--- src/hw/rtl/cncb_pkg.sv ---
// ----------------------------------------------------------------------------
// cncb_pkg
// Shared types, constants and helpers for the card number check and brand
// unit: the record passed from the front end to the back end, queue status
// and the brand rule table.
// ----------------------------------------------------------------------------
package cncb_pkg;

    // Character and length limits
    localparam logic [7:0] CHAR_ZERO = 8'h30;
    localparam logic [7:0] CHAR_NINE = 8'h39;
    localparam logic [4:0] COUNT_MAX = 5'd31;
    localparam logic [4:0] MIN_LEN   = 5'd13;
    localparam logic [4:0] MAX_LEN   = 5'd19;
    localparam logic [4:0] PFX_LEN   = 5'd6;

    // Queue geometry (depth is a power of two so the pointers wrap by themselves)
    localparam int Q_DEPTH = 2;
    localparam int Q_PTR_W = 1;
    localparam int Q_CNT_W = 2;

    // Brand codes, tried in this order
    typedef logic [3:0] t_brand;
    localparam t_brand BRAND_NONE  = 4'd0;
    localparam t_brand BRAND_LEAD4 = 4'd1;  // leading 4, 13..16 digits
    localparam t_brand BRAND_51_55 = 4'd2;  // 51..55 or 2221..2720, 16 digits
    localparam t_brand BRAND_34_37 = 4'd3;  // 34 or 37, 15 digits
    localparam t_brand BRAND_62    = 4'd4;  // 62, 16..19 digits
    localparam t_brand BRAND_6011  = 4'd5;  // 6011, 65 or 622126..622925, 16 digits
    localparam t_brand BRAND_35    = 4'd6;  // 3528..3589, 16 digits
    localparam t_brand BRAND_30_39 = 4'd7;  // 300..305, 36, 38, 39, 14 digits
    localparam t_brand BRAND_5_6X  = 4'd8;  // 50 or 56..69, 12..19 digits

    // Summary of one finished number, front end to back end
    typedef struct packed {
        logic [4:0]  count;
        logic        luhn_zero;
        logic        all_equal;
        logic [3:0]  p1;
        logic [6:0]  p2;
        logic [9:0]  p3;
        logic [13:0] p4;
        logic [19:0] p6;
    } t_rec;

    // Queue status seen by both ends
    typedef struct packed {
        logic full;
        logic empty;
    } t_q_stat;

    // Luhn doubling of one digit
    function automatic logic [3:0] luhn_dbl(input logic [3:0] d);
        logic [4:0] t;
        t = {d, 1'b0};
        return (t > 5'd9) ? 4'(t - 5'd9) : t[3:0];
    endfunction

    // Add a digit to a running sum modulo ten (both operands below ten)
    function automatic logic [3:0] mod10_add(input logic [3:0] s, input logic [3:0] a);
        logic [4:0] t;
        t = {1'b0, s} + {1'b0, a};
        return (t >= 5'd10) ? 4'(t - 5'd10) : t[3:0];
    endfunction

    // Brand from length and prefixes; first matching rule wins
    function automatic t_brand brand_of(input logic [4:0]  len,
                                        input logic [3:0]  p1,
                                        input logic [6:0]  p2,
                                        input logic [9:0]  p3,
                                        input logic [13:0] p4,
                                        input logic [19:0] p6);
        t_brand b;
        b = BRAND_NONE;
        if (p1 == 4'd4 && len >= 5'd13 && len <= 5'd16) begin
            b = BRAND_LEAD4;
        end else if (len == 5'd16 && ((p2 >= 7'd51 && p2 <= 7'd55) ||
                                      (p4 >= 14'd2221 && p4 <= 14'd2720))) begin
            b = BRAND_51_55;
        end else if (len == 5'd15 && (p2 == 7'd34 || p2 == 7'd37)) begin
            b = BRAND_34_37;
        end else if (p2 == 7'd62 && len >= 5'd16 && len <= 5'd19) begin
            b = BRAND_62;
        end else if (len == 5'd16 && (p4 == 14'd6011 || p2 == 7'd65 ||
                                      (p6 >= 20'd622126 && p6 <= 20'd622925))) begin
            b = BRAND_6011;
        end else if (len == 5'd16 && p4 >= 14'd3528 && p4 <= 14'd3589) begin
            b = BRAND_35;
        end else if (len == 5'd14 && ((p3 >= 10'd300 && p3 <= 10'd305) ||
                                      p2 == 7'd36 || p2 == 7'd38 || p2 == 7'd39)) begin
            b = BRAND_30_39;
        end else if (len >= 5'd12 && len <= 5'd19 &&
                     (p2 == 7'd50 || (p2 >= 7'd56 && p2 <= 7'd69))) begin
            b = BRAND_5_6X;
        end
        return b;
    endfunction

endpackage

--- src/hw/rtl/cncb_front.sv ---
// ----------------------------------------------------------------------------
// cncb_front
// Accepts characters, drops non-digits and keeps the running count, the two
// Luhn sums, the equal-digit flag and the prefixes; pushes one summary
// record into the queue on the last character and clears its state.
// ----------------------------------------------------------------------------
module cncb_front (
    input  logic             i_clk,
    input  logic             i_rst_n,
    input  logic             i_valid,
    output logic             o_ready,
    input  logic [7:0]       i_char,
    input  logic             i_last,
    input  cncb_pkg::t_q_stat i_q_stat,
    output logic             o_push,
    output cncb_pkg::t_rec   o_rec
);
    import cncb_pkg::*;

    logic [4:0]  r_count, n_count, upd_count;
    logic [3:0]  r_sum_e, n_sum_e, upd_sum_e;
    logic [3:0]  r_sum_o, n_sum_o, upd_sum_o;
    logic [3:0]  r_lead,  n_lead,  upd_lead;
    logic        r_equal, n_equal, upd_equal;
    logic [19:0] r_pfx,   upd_pfx;
    logic [6:0]  r_p2,    upd_p2;
    logic [9:0]  r_p3,    upd_p3;
    logic [13:0] r_p4,    upd_p4;

    logic       accept;
    logic       is_digit;
    logic [3:0] digit;
    logic [3:0] dbl;
    logic [3:0] sel_sum;

    assign o_ready  = !i_q_stat.full;
    assign accept   = i_valid && o_ready;
    assign is_digit = (i_char >= CHAR_ZERO) && (i_char <= CHAR_NINE);
    assign digit    = i_char[3:0];
    assign dbl      = luhn_dbl(digit);

    // Fold the current digit into the running state
    always_comb begin
        upd_count = r_count;
        upd_sum_e = r_sum_e;
        upd_sum_o = r_sum_o;
        upd_lead  = r_lead;
        upd_equal = r_equal;
        upd_pfx   = r_pfx;
        upd_p2    = r_p2;
        upd_p3    = r_p3;
        upd_p4    = r_p4;
        if (accept && is_digit) begin
            if (!r_count[0]) begin
                upd_sum_e = mod10_add(r_sum_e, dbl);
                upd_sum_o = mod10_add(r_sum_o, digit);
            end else begin
                upd_sum_e = mod10_add(r_sum_e, digit);
                upd_sum_o = mod10_add(r_sum_o, dbl);
            end
            if (r_count == 5'd0) begin
                upd_lead = digit;
            end else if (digit != r_lead) begin
                upd_equal = 1'b0;
            end
            if (r_count < PFX_LEN) begin
                upd_pfx = 20'(r_pfx * 20'd10 + 20'(digit));
            end
            if (r_count == 5'd1) begin
                upd_p2 = upd_pfx[6:0];
            end
            if (r_count == 5'd2) begin
                upd_p3 = upd_pfx[9:0];
            end
            if (r_count == 5'd3) begin
                upd_p4 = upd_pfx[13:0];
            end
            if (r_count != COUNT_MAX) begin
                upd_count = r_count + 5'd1;
            end
        end
    end

    // Build the record from the state including the last character
    assign sel_sum = upd_count[0] ? upd_sum_o : upd_sum_e;

    always_comb begin
        o_rec.count     = upd_count;
        o_rec.luhn_zero = (sel_sum == 4'd0);
        o_rec.all_equal = upd_equal;
        o_rec.p1        = upd_lead;
        o_rec.p2        = upd_p2;
        o_rec.p3        = upd_p3;
        o_rec.p4        = upd_p4;
        o_rec.p6        = upd_pfx;
    end

    assign o_push = accept && i_last;

    // Clear the running state once the record has gone
    always_comb begin
        if (o_push) begin
            n_count = 5'd0;
            n_sum_e = 4'd0;
            n_sum_o = 4'd0;
            n_lead  = 4'd0;
            n_equal = 1'b1;
        end else begin
            n_count = upd_count;
            n_sum_e = upd_sum_e;
            n_sum_o = upd_sum_o;
            n_lead  = upd_lead;
            n_equal = upd_equal;
        end
    end

    // Hold control state and the running prefix value
    always_ff @(posedge i_clk) begin
        if (!i_rst_n) begin
            r_count <= 5'd0;
            r_sum_e <= 4'd0;
            r_sum_o <= 4'd0;
            r_lead  <= 4'd0;
            r_equal <= 1'b1;
            r_pfx   <= 20'd0;
        end else begin
            r_count <= n_count;
            r_sum_e <= n_sum_e;
            r_sum_o <= n_sum_o;
            r_lead  <= n_lead;
            r_equal <= n_equal;
            r_pfx   <= o_push ? 20'd0 : upd_pfx;
        end
    end

    // Short prefix registers; only matter once at least twelve digits have come
    always_ff @(posedge i_clk) begin
        r_p2  <= upd_p2;
        r_p3  <= upd_p3;
        r_p4  <= upd_p4;
    end

endmodule

--- src/hw/rtl/cncb_queue.sv ---
// ----------------------------------------------------------------------------
// cncb_queue
// Short first-in first-out queue of summary records between the front end
// and the back end.
// ----------------------------------------------------------------------------
module cncb_queue (
    input  logic              i_clk,
    input  logic              i_rst_n,
    input  logic              i_push,
    input  cncb_pkg::t_rec    i_rec,
    input  logic              i_pop,
    output cncb_pkg::t_rec    o_head,
    output cncb_pkg::t_q_stat o_stat
);
    import cncb_pkg::*;

    t_rec                r_mem [Q_DEPTH];
    logic [Q_PTR_W-1:0]  r_wr_ptr, n_wr_ptr;
    logic [Q_PTR_W-1:0]  r_rd_ptr, n_rd_ptr;
    logic [Q_CNT_W-1:0]  r_cnt,    n_cnt;
    logic                do_push;
    logic                do_pop;

    assign o_stat.full  = (r_cnt == Q_CNT_W'(Q_DEPTH));
    assign o_stat.empty = (r_cnt == '0);
    assign do_push      = i_push && !o_stat.full;
    assign do_pop       = i_pop && !o_stat.empty;
    assign o_head       = r_mem[r_rd_ptr];

    // Advance pointers and the fill count
    always_comb begin
        n_wr_ptr = do_push ? r_wr_ptr + 1'b1 : r_wr_ptr;
        n_rd_ptr = do_pop  ? r_rd_ptr + 1'b1 : r_rd_ptr;
        n_cnt    = r_cnt;
        if (do_push && !do_pop) begin
            n_cnt = r_cnt + 1'b1;
        end else if (do_pop && !do_push) begin
            n_cnt = r_cnt - 1'b1;
        end
    end

    always_ff @(posedge i_clk) begin
        if (!i_rst_n) begin
            r_wr_ptr <= '0;
            r_rd_ptr <= '0;
            r_cnt    <= '0;
        end else begin
            r_wr_ptr <= n_wr_ptr;
            r_rd_ptr <= n_rd_ptr;
            r_cnt    <= n_cnt;
        end
    end

    // Store the record
    always_ff @(posedge i_clk) begin
        if (do_push) begin
            r_mem[r_wr_ptr] <= i_rec;
        end
    end

endmodule

--- src/hw/rtl/cncb_back.sv ---
// ----------------------------------------------------------------------------
// cncb_back
// Takes records from the queue, applies the length, equal-digit and Luhn
// checks and the brand rules, and holds the result in the output register.
// ----------------------------------------------------------------------------
module cncb_back (
    input  logic              i_clk,
    input  logic              i_rst_n,
    input  cncb_pkg::t_rec    i_head,
    input  cncb_pkg::t_q_stat i_q_stat,
    output logic              o_pop,
    output logic              o_valid,
    input  logic              i_ready,
    output logic              o_number_valid,
    output cncb_pkg::t_brand  o_brand_code,
    output logic [4:0]        o_digits_seen
);
    import cncb_pkg::*;

    logic       r_valid, n_valid;
    logic       r_ok;
    t_brand     r_brand;
    logic [4:0] r_digits;
    logic       chk_ok;
    t_brand     chk_brand;

    // Checks on the head record
    assign chk_ok = (i_head.count >= MIN_LEN) && (i_head.count <= MAX_LEN) &&
                    !i_head.all_equal && i_head.luhn_zero;
    assign chk_brand = brand_of(i_head.count, i_head.p1, i_head.p2,
                                i_head.p3, i_head.p4, i_head.p6);

    // Pop when the output register is free or being emptied
    assign o_pop = !i_q_stat.empty && (!r_valid || i_ready);

    always_comb begin
        n_valid = r_valid;
        if (o_pop) begin
            n_valid = 1'b1;
        end else if (i_ready) begin
            n_valid = 1'b0;
        end
    end

    always_ff @(posedge i_clk) begin
        if (!i_rst_n) begin
            r_valid <= 1'b0;
        end else begin
            r_valid <= n_valid;
        end
    end

    // Load the result
    always_ff @(posedge i_clk) begin
        if (o_pop) begin
            r_ok     <= chk_ok;
            r_brand  <= chk_brand;
            r_digits <= i_head.count;
        end
    end

    assign o_valid        = r_valid;
    assign o_number_valid = r_ok;
    assign o_brand_code   = r_brand;
    assign o_digits_seen  = r_digits;

endmodule

--- src/hw/rtl/card_number_check_and_brand_unit.sv ---
// ----------------------------------------------------------------------------
// card_number_check_and_brand_unit
// Checks a card number streamed one character per request (length, digits
// not all equal, Luhn sum) and classifies its brand from prefix and length.
//
//   channel  | dir | tdata                  | tuser                        | tlast
//   ---------+-----+------------------------+------------------------------+------------
//   s_axis   | in  | [7:0] char_in          | -                            | last_char
//   m_axis   | out | [4:0] digits_seen, pad | [0] number_valid, [4:1] brand| -
//
// One character is taken every cycle while the queue is not full. A result
// for the request carrying tlast enters the two-entry queue and is then loaded
// into the output register. Reset clears the running state, the queue and the
// output valid. A stalled output fills the queue; the input stalls only when
// both queue entries hold results not yet taken.
// ----------------------------------------------------------------------------
module card_number_check_and_brand_unit (
    input  logic       i_clk,
    input  logic       i_rst_n,
    input  logic       i_s_axis_tvalid,
    output logic       o_s_axis_tready,
    input  logic [7:0] i_s_axis_tdata,   // [7:0] char_in
    input  logic       i_s_axis_tlast,
    output logic       o_m_axis_tvalid,
    input  logic       i_m_axis_tready,
    output logic [7:0] o_m_axis_tdata,   // [4:0] digits_seen, [7:5] zero
    output logic [4:0] o_m_axis_tuser    // [0] number_valid, [4:1] brand_code
);
    import cncb_pkg::*;

    t_rec       front_rec;
    t_rec       head_rec;
    t_q_stat    q_stat;
    logic       push;
    logic       pop;
    logic       res_ok;
    t_brand     res_brand;
    logic [4:0] res_digits;

    cncb_front u_front (
        .i_clk    (i_clk),
        .i_rst_n  (i_rst_n),
        .i_valid  (i_s_axis_tvalid),
        .o_ready  (o_s_axis_tready),
        .i_char   (i_s_axis_tdata),
        .i_last   (i_s_axis_tlast),
        .i_q_stat (q_stat),
        .o_push   (push),
        .o_rec    (front_rec)
    );

    cncb_queue u_queue (
        .i_clk   (i_clk),
        .i_rst_n (i_rst_n),
        .i_push  (push),
        .i_rec   (front_rec),
        .i_pop   (pop),
        .o_head  (head_rec),
        .o_stat  (q_stat)
    );

    cncb_back u_back (
        .i_clk          (i_clk),
        .i_rst_n        (i_rst_n),
        .i_head         (head_rec),
        .i_q_stat       (q_stat),
        .o_pop          (pop),
        .o_valid        (o_m_axis_tvalid),
        .i_ready        (i_m_axis_tready),
        .o_number_valid (res_ok),
        .o_brand_code   (res_brand),
        .o_digits_seen  (res_digits)
    );

    // Pack the result
    assign o_m_axis_tdata = {3'b000, res_digits};
    assign o_m_axis_tuser = {res_brand, res_ok};

endmodule

--- config.mk ---
export PLATFORM = sky130hd
export DESIGN_NAME = card_number_check_and_brand_unit
export DESIGN_NICKNAME = d
export VERILOG_FILES = /design/src/hw/rtl/cncb_pkg.sv /design/src/hw/rtl/cncb_front.sv /design/src/hw/rtl/cncb_queue.sv /design/src/hw/rtl/cncb_back.sv /design/src/hw/rtl/card_number_check_and_brand_unit.sv
export SDC_FILE = /design/constraint.sdc
export NUM_CORES = 1
export LEC_CHECK = 0
export ABC_AREA = 1
export BUFFER_PORTS_ARGS = -buffer_cell sky130_fd_sc_hd__clkbuf_2
export CAP_MARGIN = 20
export CORE_UTILIZATION = 45
export DETAILED_ROUTE_END_ITERATION = 10
export GPL_TIMING_DRIVEN = 0
export PLACE_DENSITY_LB_ADDON = 0.1
export SKIP_CTS_REPAIR_TIMING = 1
export SLEW_MARGIN = 30
export SYNTH_ARGS = -nofsm -noshare
export SYNTH_HDL_FRONTEND = slang
export SYNTH_SLANG_ARGS = --single-unit
--- constraint.sdc ---
create_clock -name i_clk -period 8.52 [get_ports i_clk]
set_input_delay 1.278 -clock i_clk [delete_from_list [all_inputs] [get_ports i_clk]]
set_output_delay 1.278 -clock i_clk [all_outputs]
set_load 0.05 [all_outputs]
==> results of run 1 <==
critical path, delay by kind of cell:
family	cells	cell delay, ns
AOI/OAI and AO/OA	3	0.78
xor gates and xnor gates	2	0.47
buffers and inverters	5	0.68
and+or+nand+nor	8	0.81
adders and majority gates	3	0.90
power groups by stage:
stage / Clock, mW / Sequential [mW] / Combinational [mW]
global route: 1.07 / 1.17 / 0.868
global placement: 0 / 1.20 / 0.758
floorplan: 0 / 1.27 / 0.481
detailed placement: 0 / 1.19 / 0.788
CTS: 1.03 / 1.17 / 0.790
finish: 1.01 / 1.17 / 0.778
area by class of cell:
class,instances,area share (%)
Inverter,164,4.89
Buffer,31,1.61
Multi-Input combinational cell,892,38.6
Timing Repair Buffer,30,2.27
Tap cell,324,3.22
Clock buffer,31,5.14
Clock inverter,9,1.03
Sequential cell,206,43.3
state kept, by name, summed over array words and instances, names as in the netlist, named ones only:
| name | count |
|---|---|
| u_queue.r_mem | 122 |
| u_front.r_pfx | 20 |
| u_front.r_p4 | 14 |
| u_front.r_p3 | 9 |
| u_front.r_p2 | 7 |
| u_back.o_digits_seen | 5 |
| u_front.r_count | 5 |
| u_back.o_brand_code | 4 |
| u_front.r_lead | 4 |
| u_front.r_sum_e | 4 |
| u_front.r_sum_o | 4 |
| u_queue.r_cnt | 2 |
| u_back.o_number_valid | 1 |
| u_back.o_valid | 1 |
| u_front.r_equal | 1 |
| u_queue.r_rd_ptr | 1 |
| u_queue.r_wr_ptr | 1 |
through the flow:
step	power [mW]	setup WS, ns	cells	hold WS [ns]	instance area [um^2]
floorplan	1.75	3.98	1293	0.422	11100
global placement	1.95	2.29	1641	0.435	11600
detailed placement	1.98	3.32	1647	0.442	11800
CTS	2.98	3.84	1687	0.451	12600
global route	3.11	3.44	1687	0.472	12600
finish	2.95	3.83	1687	0.452	12600
cells by family (layout without fill, tap and decap cells):
| family | after synthesis | in the layout | share of synthesized area (%) |
|---|---|---|---|
| other | 1 | 3 | 0.0338 |
| AO/OA/AOI/OAI | 183 | 183 | 9.04 |
| multiplexers | 6 | 6 | 0.541 |
| buffers and inverters | 195 | 265 | 7.37 |
| XOR/XNOR | 29 | 29 | 2.29 |
| flip-flops | 206 | 206 | 49.1 |
| adder cells (fa/ha/maj) | 68 | 68 | 8.07 |
| AND/OR/NAND/NOR | 603 | 603 | 23.6 |
path summary, 6_finish.rpt:
kind / end / slack (ns)
setup / recovery: u_queue.r_mem[0][56] / 3.83
hold / removal: u_queue.r_cnt[0] / 0.45
setup reg to reg: u_queue.r_mem[0][33] / 5.36
hold reg to reg: u_queue.r_cnt[0] / 0.45
layer usage:
layer  share of wire, %  track usage (%)  routed length (um)  vias up
met5                  0                0                   0        -
met4                1.6             4.63                 401        0
met3                2.8             2.14                 700       31
li1                   -                -                   -     4385
met1                 49             27.7               12200     3807
met2                 47             34.1               11700       98
layout by cell type (no fill, tap or decap), types with 14 or more instances in the layout:
cell type    n
nand2_1    338
nand3_1     74
clkbuf_16   24
inv_1      157
ha_1        62
edfxtp_1   132
clkbuf_2    25
o21ai_0     78
a21oi_1     64
dfxtp_1     74
clkbuf_1    15
xor2_1      20
nor2_1      92
or2_2       21
nor3_1      14
nand4_1     16
==> results by group, run 1 <==
Clocking
  – Clock latency on the worst-skew pair: 0.50 ns
  – CTS tree: built
  – Htree depth: 1
  – Reg clk slew, reported paths: 0.06 ns
  – Max Buffers Root-to-Sink: 3
  – Root Buffer: clkbuf_16
  – Clock sink total: 206
  – Cts bufs inserted: 22

Cells and area
  – Final core utilization: 51.9%
  – Synthesis-to-layout area growth: 13.5%
  – Register area: 5450 um^2
  – Antenna cell count: 0
  – Layout cells sized above 1: 9.98%
  – Area of the multi-input gates: 4860 um^2
  – Final net count: 1428
  – Final-layout fill cell count: 2280

Worst setup path
  – Worst Setup End Kind: register
  – Worst path required time: 8.75 ns
  – Reg2reg start: u_front.r_pfx[3]
  – Worst-case reg-to-reg path depth: 17
  – Worst Path Class, Setup: in2reg
  – Startpoint types: input pin
  – Slowest CP cell: o21ai_0
  – Critical path, cell by cell: clkbuf_2 -> inv_1 -> ha_1 -> o21ai_0 -> xor2_1 -> inv_1 -> fa_1 -> nor2_1 -> inv_1 -> and2_1 -> inv_1 -> ha_1 -> o21ai_0 -> nand2_1 -> nand2_1 -> xnor2_1 -> nand2_1 -> nand3_1 -> o21ai_0 -> nand3_1 -> nand2_1
  – Crit. Startpoint: i_s_axis_tdata[1]
  – CP arrival: 4.92 ns
  – CP peak stage delay: 0.58 ns
  – Crit path max fanout: 7

Status
  – Outcome: finished, final reports clean

Logic synthesis
  – Post-synthesis async set-or-reset flop share: 0%
  – FF+latch count, synth: 206
  – Sequential-to-total area share from yosys stat: 49.1%
  – Synth warn: 0
  – Top-count cell post-synth: nand2_1
  – Synth Instances: 1291
  – Leading register cell type out of synthesis: edfxtp_1
  – Synthesized area: 11100 um^2
  – Netlist cell types: 51
  – Synth top area share: 35.7%
  – Synth Area per Inst: ~8.6 um^2
  – EDFF count, synth: about 130
  – Synth cell count leaders: nand2_1 (338), inv_1 (157), edfxtp_1 (132)
  – Yosys top cell by area: edfxtp_1
  – Largest cells by area after synthesis: edfxtp_1 (36%), dfxtp_1 (13%), nand2_1 (11%)

GRT
  – Total GRT Usage: 20.1%
  – Initial antenna violation count: 0
  – Vias in the first global route: roughly 8000
  – First-pass GRT wire length: about 40000 um
  – Pin count of the biggest net entering global routing: 23
  – GRT overflow: 0

Floorplanning
  – Die Footprint: 25300 um^2
  – Top Ports: 28
  – Initial Util: 45.8%
  – Core box area: 24200 um^2
  – Die extent in x: 159 um
  – Die Height: roughly 160 um
  – Core Rows: 57

Placed design
  – Port Buf Inserts: 24
  – RePlAce Congestion: a little over 0.8
  – Detail Placement HPWL: 19100 um

Pwr
  – Power per cell area: around 230 nW/um^2
  – Int Power: 2.00 mW
  – Logic pwr share: 26.4%
  – Switching Share: 32.2%
  – Psw: 0.951 mW
  – Seq pwr share: between 30% and 40%
  – Maximum VDD drop: 0.159 mV
  – Pleak: 5.62 nW
  – Clock power share: 34.1%

STA
  – FMAX: 0.213 GHz
  – Worst slew pin tran: 0.994 ns
  – Max_slew headroom: 33.0%
  – Fin Clk Skew: between 0.009 and 0.01 ns
  – TNS Setup: 0 ns
  – Crit share post-route: 55.0%
  – Final setup vio count: 0
  – Max Slew Vio Count: 0
  – Tmin final: ~4.7 ns
  – Final Hold Fails: 0
  – RSZ-0062 raised after global routing: no

Route
  – DRC: 0
  – Remaining antenna violation count after routing: 0
  – First-pass iteration count of the detailed router: 5
  – DRT iter0 DRCs: between 500 and 600
  – Final wirelength: 25000 um
  – Via Count: 8321
  – Vias per inst: around 4.9
  – Routed len/inst: 14.8 um

Min path
  – Type of the tightest min-delay check: reg2reg
  – Beginning of the worst hold path: u_queue.r_cnt[0]
  – WHS Path Cells: 1

Flow run
  – Maxcap violations: 0
No activity file was read; power rests on OpenSTA's default activity.
==> run 2, diff against run 1 <==
==> constraint.sdc (replaced) <==
create_clock -name i_clk -period 4.4 [get_ports i_clk]
set_input_delay 0.66 -clock i_clk [delete_from_list [all_inputs] [get_ports i_clk]]
set_output_delay 0.66 -clock i_clk [all_outputs]
set_load 0.05 [all_outputs]
==> run 2 against run 1 <==
  * Clock skew barely moved
  * Via count rose by 0.11%
  * Global-route usage did not move
  * Non-clock buffer count did not move
  * Sequential power rose by 93%
  * Total power rose by 94%
  * Highest routed layer unchanged
==> results by group, run 2 (synthesis results as in run 1) <==
Status
  – Outcome: finished, final reports clean

STA
  – Worst slew pin tran: 0.995 ns (+0.000324 ns)
  – Max Slew Vio Count: 0 (unchanged)
  – Final Hold Fails: 0 (unchanged)
  – Fin Clk Skew: 0.0101 ns (+0.000269 ns)
  – RSZ-0062 raised after global routing: no
  – Fin Hold WS: 0.452 ns (unchanged)
  – Final setup vio count: 0 (unchanged)
  – Tmin final: roughly 3.9 ns
  – Max_slew headroom: 33.0% (about the same)
  – Crit share post-route: between 80% and 90%
  – FMAX: 0.258 GHz

Clocking
  – Clock latency on the worst-skew pair: 0.50 ns (about the same)
  – Htree depth: 1 (unchanged)
  – Cts bufs inserted: 22 (unchanged)
  – CTS tree: built
  – Clock sink total: 206 (unchanged)
  – Max Buffers Root-to-Sink: 3 (unchanged)
  – Reg clk slew, reported paths: 0.06 ns (about the same)
  – Root Buffer: clkbuf_16

Route
  – Via Count: 8330 (+0.11%)
  – Final wirelength: 25000 um (about the same)
  – Routed len/inst: 14.8 um (about the same)
  – First-pass iteration count of the detailed router: 5 (unchanged)
  – Remaining antenna violation count after routing: 0 (unchanged)
  – Vias per inst: 4.94 (+0.11%)
  – DRC: 0 (unchanged)
  – DRT iter0 DRCs: 556 (-0.54%)

GRT
  – Total GRT Usage: 20.1% (unchanged)
  – First-pass GRT wire length: 40700 um (unchanged)
  – Pin count of the biggest net entering global routing: 23 (unchanged)
  – Vias in the first global route: 7973 (unchanged)
  – Initial antenna violation count: 0 (unchanged)
  – GRT overflow: 0 (unchanged)

Cells and area
  – Area of the multi-input gates: 4860 um^2 (unchanged)
  – Register area: 5450 um^2 (unchanged)
  – Final net count: 1428 (unchanged)
  – Antenna cell count: 0 (unchanged)
  – Layout cells sized above 1: 9.98% (unchanged)
  – Synthesis-to-layout area growth: 13.5% (unchanged)
  – Most flop-heavy register: u_queue.r_mem
  – Final-layout fill cell count: 2280 (unchanged)
  – Top flop regs: u_queue.r_mem x122, u_front.r_pfx x20, u_front.r_p4 x14
  – Leading cell type in the layout, fill and taps excluded: nand2_1
  – Final core utilization: 51.9% (unchanged)
  – Most frequent cells in the layout: nand2_1 (338), inv_1 (157), edfxtp_1 (132)
  – Largest register FFs: 122 (unchanged)

Floorplanning
  – Die Footprint: 25300 um^2 (unchanged)
  – Top Ports: 28 (unchanged)
  – Initial Util: 45.8% (unchanged)
  – Die extent in x: 159 um (unchanged)
  – Core box area: 24200 um^2 (unchanged)
  – Core Rows: 57 (unchanged)
  – Die Height: 159 um (unchanged)

Pwr
  – Pleak: 5.62 nW (about the same)
  – Maximum VDD drop: 0.310 mV (+94%)
  – Power per cell area: 454 nW/um^2 (+94%)

Worst setup path
  – CP arrival: 4.11 ns (-0.81 ns)
  – Worst Path Class, Setup: in2reg
  – Worst path required time: 4.63 ns (-4.12 ns)
  – Worst Setup End Kind: register
  – Crit path max fanout: 7 (unchanged)
  – Startpoint types: input pin

Min path
  – Type of the tightest min-delay check: reg2reg

Placed design
  – Detail Placement HPWL: 19100 um (unchanged)
  – RePlAce Congestion: 0.821 (unchanged)
  – Port Buf Inserts: 24 (unchanged)

Flow run
  – Maxcap violations: 0 (unchanged)
run 2: worst max-delay path, cell delays in order:
cell      delay, ns
clkbuf_2       0.19
inv_1          0.25
ha_1           0.31
o21ai_1        0.40
xor2_1         0.30
inv_1          0.14
fa_1           0.42
nor2_1         0.14
inv_1          0.04
and2_1         0.15
inv_1          0.06
ha_1           0.17
o21ai_0        0.09
nand2_1        0.07
nand2_1        0.08
xnor2_1        0.16
nand2_1        0.07
nand3_1        0.08
o21ai_0        0.11
nand3_1        0.12
nand2_1        0.10
run 2: stage by stage:
step | total power [mW] | worst slack (ns) | std cells | setup TNS, ns | area [um^2]
floorplan | 3.40 | 0.268 | 1293 | 0 | 11100
global placement | 3.78 | -1.21 | 1641 | -147.03 | 11600
detailed placement | 3.83 | -0.180 | 1647 | -0.360 | 11800
CTS | 5.78 | 0.334 | 1687 | 0 | 12600
global route | 6.02 | 0.147 | 1687 | 0 | 12600
finish | 5.71 | 0.520 | 1687 | 0 | 12600
run 2: cell type report:
cell class	count	share of cell area (%)
well taps	324	3.22
clock inverters	9	1.03
plain buffers	31	1.61
flip-flops and latches	206	43.3
repair buffers	30	2.27
clock buffers	31	5.14
multi-input cells	892	38.6
inverters	164	4.89
run 2: path summary, 6_finish.rpt:
check / from / endpoint / slack [ns] / depth (start not counted)
worst max-delay path: i_s_axis_tdata[1] / u_queue.r_mem[0][56] / 0.52 / 21
worst max register to register: u_front.r_pfx[3] / u_queue.r_mem[0][33] / 1.21 / 17
worst min-delay path: u_queue.r_cnt[0] / u_queue.r_cnt[0] / 0.45 / 1
worst min register to register: u_queue.r_cnt[0] / u_queue.r_cnt[0] / 0.45 / 1
run 2: power by group:
group	total [mW]	switching (mW)	internal (mW)
logic	1.51	1.06	0.445
clock network	1.95	0.740	1.21
registers	2.26	0.0415	2.22
run 2: metal layers:
| layer | track usage [%] | vias to the layer above | share of wire, % | wire length, um |
|---|---|---|---|---|
| li1 | - | 4385 | - | - |
| met3 | 2.14 | 31 | 2.9 | 721 |
| met4 | 4.63 | 0 | 1.6 | 401 |
| met5 | 0 | - | 0 | 0 |
| met2 | 34.1 | 106 | 47 | 11700 |
| met1 | 27.7 | 3808 | 49 | 12200 |
==> run 3, diff against run 2 <==
--- a/config.mk
+++ b/config.mk
@@ -10,7 +10,6 @@
 export CAP_MARGIN = 20
 export CORE_UTILIZATION = 45
 export DETAILED_ROUTE_END_ITERATION = 10
-export GPL_TIMING_DRIVEN = 0
 export PLACE_DENSITY_LB_ADDON = 0.1
 export SKIP_CTS_REPAIR_TIMING = 1
 export SLEW_MARGIN = 30
==> constraint.sdc (replaced) <==
create_clock -name i_clk -period 3.8 [get_ports i_clk]
set_input_delay 0.57 -clock i_clk [delete_from_list [all_inputs] [get_ports i_clk]]
set_output_delay 0.57 -clock i_clk [all_outputs]
set_load 0.05 [all_outputs]
==> run 3 against run 2 <==
  * Critical path type unchanged
  * Die area unchanged
  * Sequential share of layout area up 1.0 points
  * Register-to-register slack worse by 0.55 ns
==> results by group, run 3 (synthesis results as in run 1) <==
STA
  – Fin Hold WS: 0.379 ns (-0.0728 ns)
  – Tmin final: 3.19 ns
  – Max Slew Vio Count: 0 (unchanged)
  – Fin Clk Skew: 0.0222 ns (+0.0120 ns)
  – RSZ-0062 raised after global routing: no
  – Max_slew headroom: 42.1% (+9.1 points)
  – Worst slew pin tran: 0.869 ns (-0.125 ns)
  – Final setup vio count: 0 (unchanged)
  – Setup ws final: 0.610 ns (+0.0894 ns)
  – Final Hold Fails: 0 (unchanged)
  – Crit share post-route: 83.9%
  – FMAX: 0.313 GHz

Worst setup path
  – Crit path max fanout: 5 (-2)
  – Slowest CP cell: fa_1
  – CP peak stage delay: 0.41 ns (about the same)
  – Worst Setup End Kind: register
  – Critical path, cell by cell: clkbuf_2 -> inv_1 -> ha_1 -> o21ai_0 -> buf_4 -> xor2_1 -> inv_1 -> fa_1 -> nor2_1 -> inv_1 -> and2_1 -> inv_1 -> ha_1 -> o21ai_0 -> nand2_1 -> nand2_1 -> a21oi_1 -> o21ai_0 -> nand3_1 -> nand2_1 -> nand3_1 -> nand2_1
  – CP delay by family, top: adder cells
  – Worst path required time: 4.05 ns (-0.58 ns)
  – Worst Path Class, Setup: in2reg
  – Startpoint types: input pin
  – CP arrival: 3.44 ns (-0.67 ns)
  – Worst path buffer plus inverter count: 6 (+1)

Status
  – Outcome: finished, final reports clean

Pwr
  – Maximum VDD drop: 0.724 mV (+130%)
  – Pleak: 5.48 nW (-2.5%)
  – Power per cell area: 515 nW/um^2 (+14%)

Cells and area
  – Antenna cell count: 0 (unchanged)
  – Top flop regs: u_queue.r_mem x122, u_front.r_pfx x20, u_front.r_p4 x14
  – Most frequent cells in the layout: nand2_1 (338), inv_1 (157), edfxtp_1 (132)
  – Final-layout fill cell count: 2400 (+5.3%)
  – Most flop-heavy register: u_queue.r_mem
  – Largest register FFs: 122 (unchanged)
  – Number of cells in the finished layout apart from fillers: 1665 (-1.3%)
  – Leading cell type in the layout, fill and taps excluded: nand2_1
  – Final net count: 1406 (-1.5%)
  – Synthesis-to-layout area growth: 10.8%
  – Layout cells sized above 1: 9.17% (-0.81 points)

Placed design
  – Detail Placement HPWL: 16900 um (-11%)
  – Dpl cells: 1625 (-1.3%)
  – RePlAce Congestion: 0.832 (+1.3%)
  – Placement Setup Slack: 0.125 ns (+0.305 ns)
  – Port Buf Inserts: 24 (unchanged)

Clocking
  – CTS tree: built
  – Cts bufs inserted: 22 (unchanged)
  – Root Buffer: clkbuf_16
  – Reg clk slew, reported paths: 0.06 ns (about the same)
  – Htree depth: 1 (unchanged)
  – Max Buffers Root-to-Sink: 3 (unchanged)
  – Clock sink total: 206 (unchanged)
  – Clock latency on the worst-skew pair: 0.51 ns (about the same)

Route
  – Routed len/inst: 14.1 um (-5.0%)
  – Remaining antenna violation count after routing: 0 (unchanged)
  – DRT iter0 DRCs: 551 (-0.90%)
  – Final wirelength: 23500 um (-6.3%)
  – Vias per inst: 4.92 (-0.27%)
  – DRC: 0 (unchanged)
  – First-pass iteration count of the detailed router: 4 (-1)
  – Via Count: 8199 (-1.6%)

Flow run
  – Maxcap violations: 0 (unchanged)

GRT
  – Vias in the first global route: 8067 (+1.2%)
  – Initial antenna violation count: 0 (unchanged)
  – Total GRT Usage: 19.2% (-0.87 points)
  – GRT overflow: 0 (unchanged)
  – Pin count of the biggest net entering global routing: 63 (+170%)
  – First-pass GRT wire length: 39700 um (-2.5%)

Floorplanning
  – Core box area: 24200 um^2 (unchanged)
  – Top Ports: 28 (unchanged)
  – Die extent in x: 159 um (unchanged)
  – Die Height: 159 um (unchanged)
  – Core Rows: 57 (unchanged)
  – Initial Util: 45.8% (unchanged)
  – Die Footprint: 25300 um^2 (unchanged)

Min path
  – Type of the tightest min-delay check: in2reg
-- run 3: cell types whose count changed in the layout (fill, tap and decap cells not counted), moves of 2 or more --
cell       previous run  this run
clkbuf_1             15         6
buf_16                6         0
buf_6                 6         0
buf_2                 5         0
clkbuf_16            24        22
clkinv_2              4         7
buf_4                 9        14
-- run 3: worst register-to-register path, stage by stage, from the launching register on --
cell and delay (ns):
dfxtp_1 0.41, ha_1 0.27, ha_1 0.22, inv_1 0.07, fa_1 0.41, inv_1 0.12
nand2_1 0.07, nor3_2 0.19, nand2_1 0.12, nor2_2 0.13, nand3_1 0.13, nor2_2 0.17
nand2_1 0.08, xor2_1 0.18, o21ai_0 0.19, nand2_1 0.11
-- run 3: power breakdown --
group          internal (mW)  total, mW  switching (mW)
Clock                   1.30       2.16           0.867
Sequential              2.57       2.62          0.0493
Combinational          0.422       1.55            1.13
Total                   4.29       6.33            2.05
-- run 3: worst paths after layout --
path | startpoint | endpoint | slack [ns] | cells past startpoint
setup / recovery | i_s_axis_tdata[0] | u_queue.r_mem[0][56] | 0.61 | 22
hold / removal | i_s_axis_tdata[3] | u_front.r_lead[3] | 0.38 | 3
hold reg to reg | u_queue.r_rd_ptr | register | 0.45 | 1
setup reg to reg | u_front.r_pfx[3] | u_queue.r_mem[0][33] | 0.66 | 15
-- run 3: layout make-up --
class,count,area (um^2),share of cell area (%)
clock inverters,11,141,1.15
multi-input cells,892,4850,39.5
repair buffers,39,245,1.99
clock buffers,29,587,4.77
well taps,324,405,3.30
inverters,164,616,5.01
flip-flops and latches,206,5450,44.3
-- run 3: per-stage QoR --
step	TNS [ns]	utilization, %	cell area, um^2	total power, mW
floorplan	-40.55	-	11100	3.93
global placement	0	47.7	11600	4.23
detailed placement	0	47.7	11600	4.25
CTS	0	50.7	12300	6.41
global route	0	50.7	12300	6.69
finish	0	50.7	12300	6.33
-- run 3: per-layer routing --
metal  vias to the layer above  routed length, um  global-route usage (%)
li1                       4326                  -                       -
met1                      3758              11500                    25.6
met2                        84              11000                    33.7
met3                        31                573                    2.14
met4                         0                397                    4.28
met5                         -                  0                       0
